## config.mk

```make
export PLATFORM = sky130hd
export DESIGN_NAME = countdown_task_dispatcher_unit
export DESIGN_NICKNAME = d
export VERILOG_FILES = /design/src/hw/rtl/cdtd_pkg.sv /design/src/hw/rtl/cdtd_ram.sv /design/src/hw/rtl/cdtd_entry_unit.sv /design/src/hw/rtl/countdown_task_dispatcher_unit.sv
export SDC_FILE = /design/constraint.sdc
export NUM_CORES = 1
export LEC_CHECK = 0
export BUFFER_PORTS_ARGS = -buffer_cell sky130_fd_sc_hd__buf_4
export CORE_AREA = 2 2 349 178
export DETAILED_ROUTE_END_ITERATION = 10
export DIE_AREA = 0 0 351 180
export PLACE_DENSITY = 0.65
export SYNTH_ARGS = -nofsm -noshare
export SYNTH_HDL_FRONTEND = slang
export SYNTH_HIERARCHICAL = 1
export SYNTH_SLANG_ARGS = --single-unit
```

## constraint.sdc

```tcl
create_clock -name clk -period 7.19 [get_ports clk]
set_input_delay 0.3595 -clock clk [delete_from_list [all_inputs] [get_ports clk]]
set_output_delay 0.3595 -clock clk [all_outputs]
set_load 0.01 [all_outputs]
```

## src/hw/rtl/cdtd_pkg.sv

```systemverilog
// ============================================================================
// cdtd_pkg
// Shared constants, codes and types of the countdown task dispatcher.
// ============================================================================
package cdtd_pkg;

    localparam int MAX_TASKS    = 16;
    localparam int ID_BITS      = 8;
    localparam int PERIOD_BITS  = 16;
    localparam int PERIOD_EXTRA = 2;
    localparam int IDX_W        = (MAX_TASKS > 1) ? $clog2(MAX_TASKS) : 1;
    localparam int CNT_W        = $clog2(MAX_TASKS + 1);
    localparam int ENTRY_W      = ID_BITS + 2 * PERIOD_BITS;

    localparam logic [1:0] OP_TICK   = 2'd0;
    localparam logic [1:0] OP_CREATE = 2'd1;
    localparam logic [1:0] OP_DELETE = 2'd2;

    localparam logic [1:0] STATUS_OK        = 2'd0;
    localparam logic [1:0] STATUS_FULL      = 2'd1;
    localparam logic [1:0] STATUS_EMPTY     = 2'd2;
    localparam logic [1:0] STATUS_NOT_FOUND = 2'd3;

    typedef struct packed {
        logic [ID_BITS-1:0]     id;
        logic [PERIOD_BITS-1:0] period;
        logic [PERIOD_BITS-1:0] countdown;
    } entry_t;

    typedef struct packed {
        logic fire;
        logic match;
    } entry_flags_t;

endpackage

```

## src/hw/rtl/cdtd_ram.sv

```systemverilog
// ============================================================================
// cdtd_ram
// Generic single-write, single-read RAM with registered read data.
// ============================================================================
module cdtd_ram #(
    parameter int WIDTH = 8,
    parameter int DEPTH = 16
) (
    input  logic                                   clk,
    input  logic                                   we,
    input  logic [((DEPTH > 1) ? $clog2(DEPTH) : 1)-1:0] waddr,
    input  logic [WIDTH-1:0]                       wdata,
    input  logic [((DEPTH > 1) ? $clog2(DEPTH) : 1)-1:0] raddr,
    output logic [WIDTH-1:0]                       rdata
);

    logic [WIDTH-1:0] mem [DEPTH];

    always_ff @(posedge clk)
    begin
        if (we)
        begin
            mem[waddr] <= wdata;
        end
        rdata <= mem[raddr];
    end

endmodule

```

## src/hw/rtl/cdtd_entry_unit.sv

```systemverilog
// ============================================================================
// cdtd_entry_unit
// Shared per-entry unit: countdown decrement with reload, and id compare.
// ============================================================================
module cdtd_entry_unit
    import cdtd_pkg::*;
(
    input  entry_t             entry,
    input  logic [ID_BITS-1:0] key_id,
    output entry_t             ticked,
    output entry_flags_t       flags
);

    logic [PERIOD_BITS-1:0] dec;

    assign dec         = entry.countdown - PERIOD_BITS'(1);
    assign flags.fire  = (dec == '0);
    assign flags.match = (entry.id == key_id);

    always_comb
    begin
        ticked           = entry;
        ticked.countdown = flags.fire ? entry.period : dec;
    end

endmodule

```

## src/hw/rtl/countdown_task_dispatcher_unit.sv

```systemverilog
// ============================================================================
// countdown_task_dispatcher_unit
// Ordered task table with create, delete and countdown tick walk.
// ============================================================================
// Create, full-table create, empty-table delete and unused codes: one result
// in the cycle after the transfer; busy stays low.
// Tick and delete: busy while the table is walked, one entry per cycle
// through the single RAM read port and the shared entry unit.
// Results come one per strobe cycle; the receiver cannot stall.
// Reset clears the entry count and control; table contents are not cleared.
module countdown_task_dispatcher_unit
    import cdtd_pkg::*;
(
    input  logic                   clk,
    input  logic                   rst_n,
    input  logic                   start,
    output logic                   busy,
    input  logic [1:0]             operation,
    input  logic [ID_BITS-1:0]     task_id,
    input  logic [PERIOD_BITS-1:0] priority_req,
    output logic                   result_valid,
    output logic [ID_BITS-1:0]     fired_id,
    output logic                   fired,
    output logic [1:0]             status,
    output logic                   last
);

    typedef enum logic [1:0] {
        ST_IDLE,
        ST_TICK,
        ST_SEARCH,
        ST_SHIFT
    } state_t;

    state_t             state_reg, state_next;
    logic [CNT_W-1:0]   count_reg, count_next;
    logic [CNT_W-1:0]   issue_reg, issue_next;
    logic               s1_valid_reg, s1_valid_next;
    logic [IDX_W-1:0]   s1_idx_reg, s1_idx_next;
    logic [ID_BITS-1:0] key_reg, key_next;
    logic               pend_reg, pend_next;
    logic [ID_BITS-1:0] pend_id_reg, pend_id_next;

    logic               rv_reg, rv_next;
    logic [ID_BITS-1:0] fid_reg, fid_next;
    logic               fired_reg, fired_next;
    logic [1:0]         status_reg, status_next;
    logic               last_reg, last_next;

    logic               we;
    logic [IDX_W-1:0]   waddr;
    entry_t             wdata;
    logic [IDX_W-1:0]   raddr;
    logic [ENTRY_W-1:0] rdata;
    entry_t             rd_entry;
    entry_t             ticked;
    entry_flags_t       flags;

    logic [PERIOD_BITS:0]   period_sum;
    logic [PERIOD_BITS-1:0] period_sat;
    logic                   issue_more;

    cdtd_ram #(
        .WIDTH (ENTRY_W),
        .DEPTH (MAX_TASKS)
    ) u_table (
        .clk   (clk),
        .we    (we),
        .waddr (waddr),
        .wdata (wdata),
        .raddr (raddr),
        .rdata (rdata)
    );

    assign rd_entry = entry_t'(rdata);

    cdtd_entry_unit u_entry (
        .entry  (rd_entry),
        .key_id (key_reg),
        .ticked (ticked),
        .flags  (flags)
    );

    assign period_sum = {1'b0, priority_req} + (PERIOD_BITS + 1)'(PERIOD_EXTRA);
    assign period_sat = period_sum[PERIOD_BITS] ? '1 : period_sum[PERIOD_BITS-1:0];
    assign issue_more = (issue_reg < count_reg);
    assign raddr      = issue_reg[IDX_W-1:0];
    assign busy       = (state_reg != ST_IDLE);

    always_comb
    begin
        state_next    = state_reg;
        count_next    = count_reg;
        issue_next    = issue_reg;
        s1_valid_next = 1'b0;
        s1_idx_next   = s1_idx_reg;
        key_next      = key_reg;
        pend_next     = pend_reg;
        pend_id_next  = pend_id_reg;
        rv_next       = 1'b0;
        fid_next      = '0;
        fired_next    = 1'b0;
        status_next   = STATUS_OK;
        last_next     = 1'b0;
        we            = 1'b0;
        waddr         = s1_idx_reg;
        wdata         = ticked;

        if (state_reg != ST_IDLE && issue_more)
        begin
            issue_next    = issue_reg + CNT_W'(1);
            s1_valid_next = 1'b1;
            s1_idx_next   = issue_reg[IDX_W-1:0];
        end

        case (state_reg)
            ST_IDLE:
            begin
                issue_next = '0;
                pend_next  = 1'b0;
                key_next   = task_id;
                if (start)
                begin
                    rv_next   = 1'b1;
                    last_next = 1'b1;
                    case (operation)
                        OP_TICK:
                        begin
                            rv_next    = 1'b0;
                            last_next  = 1'b0;
                            state_next = ST_TICK;
                        end
                        OP_CREATE:
                        begin
                            if (count_reg == CNT_W'(MAX_TASKS))
                            begin
                                status_next = STATUS_FULL;
                            end
                            else
                            begin
                                we               = 1'b1;
                                waddr            = count_reg[IDX_W-1:0];
                                wdata.id         = task_id;
                                wdata.period     = period_sat;
                                wdata.countdown  = period_sat;
                                count_next       = count_reg + CNT_W'(1);
                            end
                        end
                        OP_DELETE:
                        begin
                            if (count_reg == '0)
                            begin
                                status_next = STATUS_EMPTY;
                            end
                            else
                            begin
                                rv_next    = 1'b0;
                                last_next  = 1'b0;
                                state_next = ST_SEARCH;
                            end
                        end
                        default:
                        begin
                            status_next = STATUS_OK;
                        end
                    endcase
                end
            end

            ST_TICK:
            begin
                if (s1_valid_reg)
                begin
                    we    = 1'b1;
                    waddr = s1_idx_reg;
                    wdata = ticked;
                    if (flags.fire)
                    begin
                        if (pend_reg)
                        begin
                            rv_next    = 1'b1;
                            fid_next   = pend_id_reg;
                            fired_next = 1'b1;
                        end
                        pend_next    = 1'b1;
                        pend_id_next = rd_entry.id;
                    end
                end
                else if (!issue_more)
                begin
                    rv_next    = 1'b1;
                    last_next  = 1'b1;
                    fired_next = pend_reg;
                    fid_next   = pend_reg ? pend_id_reg : '0;
                    state_next = ST_IDLE;
                end
            end

            ST_SEARCH:
            begin
                if (s1_valid_reg)
                begin
                    if (flags.match)
                    begin
                        state_next = ST_SHIFT;
                    end
                end
                else if (!issue_more)
                begin
                    rv_next     = 1'b1;
                    last_next   = 1'b1;
                    status_next = STATUS_NOT_FOUND;
                    state_next  = ST_IDLE;
                end
            end

            ST_SHIFT:
            begin
                if (s1_valid_reg)
                begin
                    we    = 1'b1;
                    waddr = s1_idx_reg - IDX_W'(1);
                    wdata = rd_entry;
                end
                else if (!issue_more)
                begin
                    count_next = count_reg - CNT_W'(1);
                    rv_next    = 1'b1;
                    last_next  = 1'b1;
                    state_next = ST_IDLE;
                end
            end

            default:
            begin
                state_next = ST_IDLE;
            end
        endcase
    end

    always_ff @(posedge clk or negedge rst_n)
    begin
        if (!rst_n)
        begin
            state_reg    <= ST_IDLE;
            count_reg    <= '0;
            issue_reg    <= '0;
            s1_valid_reg <= 1'b0;
            s1_idx_reg   <= '0;
            key_reg      <= '0;
            pend_reg     <= 1'b0;
            pend_id_reg  <= '0;
            rv_reg       <= 1'b0;
            fid_reg      <= '0;
            fired_reg    <= 1'b0;
            status_reg   <= STATUS_OK;
            last_reg     <= 1'b0;
        end
        else
        begin
            state_reg    <= state_next;
            count_reg    <= count_next;
            issue_reg    <= issue_next;
            s1_valid_reg <= s1_valid_next;
            s1_idx_reg   <= s1_idx_next;
            key_reg      <= key_next;
            pend_reg     <= pend_next;
            pend_id_reg  <= pend_id_next;
            rv_reg       <= rv_next;
            fid_reg      <= fid_next;
            fired_reg    <= fired_next;
            status_reg   <= status_next;
            last_reg     <= last_next;
        end
    end

    assign result_valid = rv_reg;
    assign fired_id     = fid_reg;
    assign fired        = fired_reg;
    assign status       = status_reg;
    assign last         = last_reg;

endmodule
```

==> impl_metrics.py <==
metrics = {
    "placement": {
        "placed_area_um2": 30900,
        "dp_slack_ns": 2.37,
        "gp_congestion": 0.875,
        "place_hpwl_um": 52500,
        "dp.cells": 2408,
        "numPortBuffers": 42,
    },
    "timing": {
        "worst_pin_slew_ns": 1.33,
        "fin_skew_ns": 0.0415,
        "period_share_pct": 69.2,
        "max_slew_margin_pct": 11.5,
        "setup_viol_count_final": 0,
        "max_freq_mhz": 201,
        "finalCriticalPeriod_ns": 4.97,
        "fin_hold_ws_ns": 0.0246,
        "hold_viol_final": 0,
        "layout_setup_ws_ns": 2.22,
        "rsz0062_at_grt": "false",
        "tns_ns": 0,
        "slew_violations": 0,
    },
    "yosys": {
        "synth_cell_types": 77,
        "synth-main-ff-cell": "edfxtp_1",
        "ys_ff_latch": 727,
        "netlist_area_um2": 29800,
        "syn_inst": 1606,
        "synth_edf_count": 640,
        "yosysSeqAreaShare_pct": 71.2,
        "synthesis.nets": 1655,
        "async_reset_ff_share_pct": 6.46,
        "synth_warnings": 6,
        "avgSynthCellArea_um2": 18.5,
    },
    "worst_setup_path": {
        "endpoint_kind": "flip-flop",
        "cp.arrival_ns": 5.28,
        "startpoint_type": "flip-flop",
        "criticalPathCategory": "reg -> reg",
        "crit_fanout": 30,
        "r2r_start": "state_reg[0]",
        "cp-startpoint": "state_reg[0]",
        "required_ns": 7.49,
    },
    "global_route": {
        "grt.met2_usage_pct": 28.8,
        "grt_antenna_before_repair": 1,
        "grt_overflow": 0,
        "grt_pass1_wl_um": 113000,
        "busiest_layer": "met1",
        "grt.met1_usage_pct": 45.3,
        "grt_max_degree": 56,
        "grt.total_usage_pct": 25.4,
        "grt_pass1_vias": 15100,
        "use_met3_pct": 8.97,
    },
    "cts": {
        "cts_htree_levels": 2,
        "numCtsBuffers": 60,
        "clk_pin_slew_ns": 0.07,
        "clk_path_buf_depth": 3,
        "post_cts_buffers": 0,
        "cts_tree": "yes",
        "clock_sinks": 727,
        "clk_latency_ns": 0.65,
        "cts-root-buf": "clkbuf_16",
    },
    "floorplanning": {
        "rows": 64,
        "start_util_pct": 49.4,
        "core_um2": 60300,
        "ioPinCount": 43,
        "dieArea_um2": 63200,
        "die_w_um": 351,
        "fp.dieH_um": 180,
    },
    "layout": {
        "reg_top3": "u_table/mem (640), u_table/rdata (40)",
        "n_fill_cell": 4608,
        "regMostFlops": "u_table/mem",
        "final_core_util_pct": 54.8,
        "fin_nets": 1695,
        "largest_register_ffs": 640,
        "drive_above_1_share_pct": 21.7,
        "design_area_um2": 33100,
        "area_growth_pct": 11.0,
        "final-instance-count-excl-fill": 2524,
    },
    "worst_hold_path": {
        "min_from": "task_id[5]",
        "min_path_type": "in -> reg",
    },
    "drt": {
        "firstDrtPassIters": 5,
        "post_drt_via_cell_ratio": 6.41,
        "drtAntennaViolNets": 0,
        "routed_wl_um": 79700,
        "post_drt_wl_per_cell_um": 31.6,
        "vias": 16200,
        "drc_errors": 0,
        "dr.first_iter.drc_count": 2461,
    },
    "pwr": {
        "peakVddDrop_v": 0.000282,
        "power_leakage_nw": 10.9,
        "finalPower_mw": 14.4,
        "powerDensity_nw_per_um2": 436,
    },
    "flow_run": {
        "cap_violations": 0,
    },
    "outcome": {
        "status": "finished clean",
    },
}
==> layout by cell type (no fill, tap or decap), drive strengths merged, types with 4 or more instances in the layout <==
| cell type | n |
|---|---|
| nor3b | 5 |
| mux2i | 4 |
| nor4 | 10 |
| clkbuf | 67 |
| clkinv | 30 |
| nand4 | 7 |
| a211oi | 12 |
| inv | 44 |
| a221o | 14 |
| dfxtp | 40 |
| a21oi | 43 |
| and3 | 4 |
| o31ai | 5 |
| bufinv | 10 |
| o211ai | 5 |
| buf | 80 |
| xnor2 | 25 |
| xor2 | 8 |
| edfxtp | 640 |
| dfrtp | 47 |
| a2bb2oi | 6 |
| nor2b | 9 |
| ha | 19 |
| a21o | 6 |
| mux2 | 22 |
| a22oi | 96 |
| o21ai | 38 |
| mux4 | 160 |
| nor3 | 20 |
| nor2 | 60 |
| and2 | 10 |
| nand2 | 80 |
| o22ai | 6 |
| nand3 | 20 |
==> worst paths after layout <==
path	end	slack, ns	cells after the start
worst min register to register	fired_id[2]	0.49	1
min in group asynchronous	last	0.30	2
worst max-delay path	u_table/mem[6][4]	2.22	9
worst max register to register	u_table/mem[6][4]	2.22	9
max in group asynchronous	issue_reg[1]	6.37	2
worst min-delay path	key_reg[5]	0.02	2
==> where the power goes <==
group	internal [mW]	switching, mW	total (mW)
registers	6.03	0.492	6.52
logic	1.43	2.97	4.39
clock network	1.95	1.57	3.52
total	9.41	5.03	14.4
==> metal layers <==
layer | up-vias | share of wire [%]
li1 | 6646 | -
met4 | 2 | 1.2
met1 | 8531 | 48
met5 | - | 0.016
met3 | 74 | 15
met2 | 917 | 36
==> synthesized netlist by cell type, drive strengths merged, types with 22 or more instances <==
cell | count | area [um^2]
clkbuf | 42 | 159
dfrtp | 47 | 1180
nor2 | 60 | 225
mux4 | 160 | 3830
edfxtp | 640 | 19200
a22oi | 96 | 721
mux2 | 22 | 251
xnor2 | 25 | 219
buf | 61 | 564
o21ai | 38 | 224
inv | 39 | 146
a21oi | 43 | 219
nand2 | 80 | 300
dfxtp | 40 | 801
==> cell families (layout without fill, tap and decap cells) <==
kind of cell / Yosys count / count (layout) / synth area share [%]
AND/OR/NAND/NOR: 241 / 241 / 3.96
buffers and inverters: 143 / 235 / 2.93
AO/OA/AOI/OAI: 256 / 256 / 6.29
flip-flops: 727 / 727 / 71.2
adder cells (fa/ha/maj): 20 / 20 / 0.865
multiplexers: 186 / 186 / 13.8
XOR/XNOR: 33 / 33 / 0.970
other: 0 / 1 / 0
==> final cells by class <==
type                            instances  area [um^2]  share of cell area, %
Antenna cell                            1         2.50                0.00757
Clock buffer                           67         1570                   4.74
Clock inverter                         47          551                   1.66
Inverter                               40          150                  0.454
Multi-Input combinational cell        736         7940                   24.0
Sequential cell                       727        21200                   64.1
Tap cell                              825         1030                   3.12
Timing Repair Buffer                   81          623                   1.88
==> worst max-delay path, cell delays in order (launching register included) <==
cell and delay (ns):
dfrtp_1 0.41, inv_1 0.10, ha_1 0.55, buf_4 0.39
a211o_1 0.81, o21ai_0 0.21, o21ai_0 0.33, nand3b_1 0.41
nor2_4 1.00, buf_4 0.39
==> repair_timing <==
| action | in CTS | in global routing |
|---|---|---|
| hold buffers | 1 | 0 |
| endpoints found under the hold margin | 47 | 0 |
| gates resized for setup | 0 | 0 |
Power figures use the tool's default switching activity.
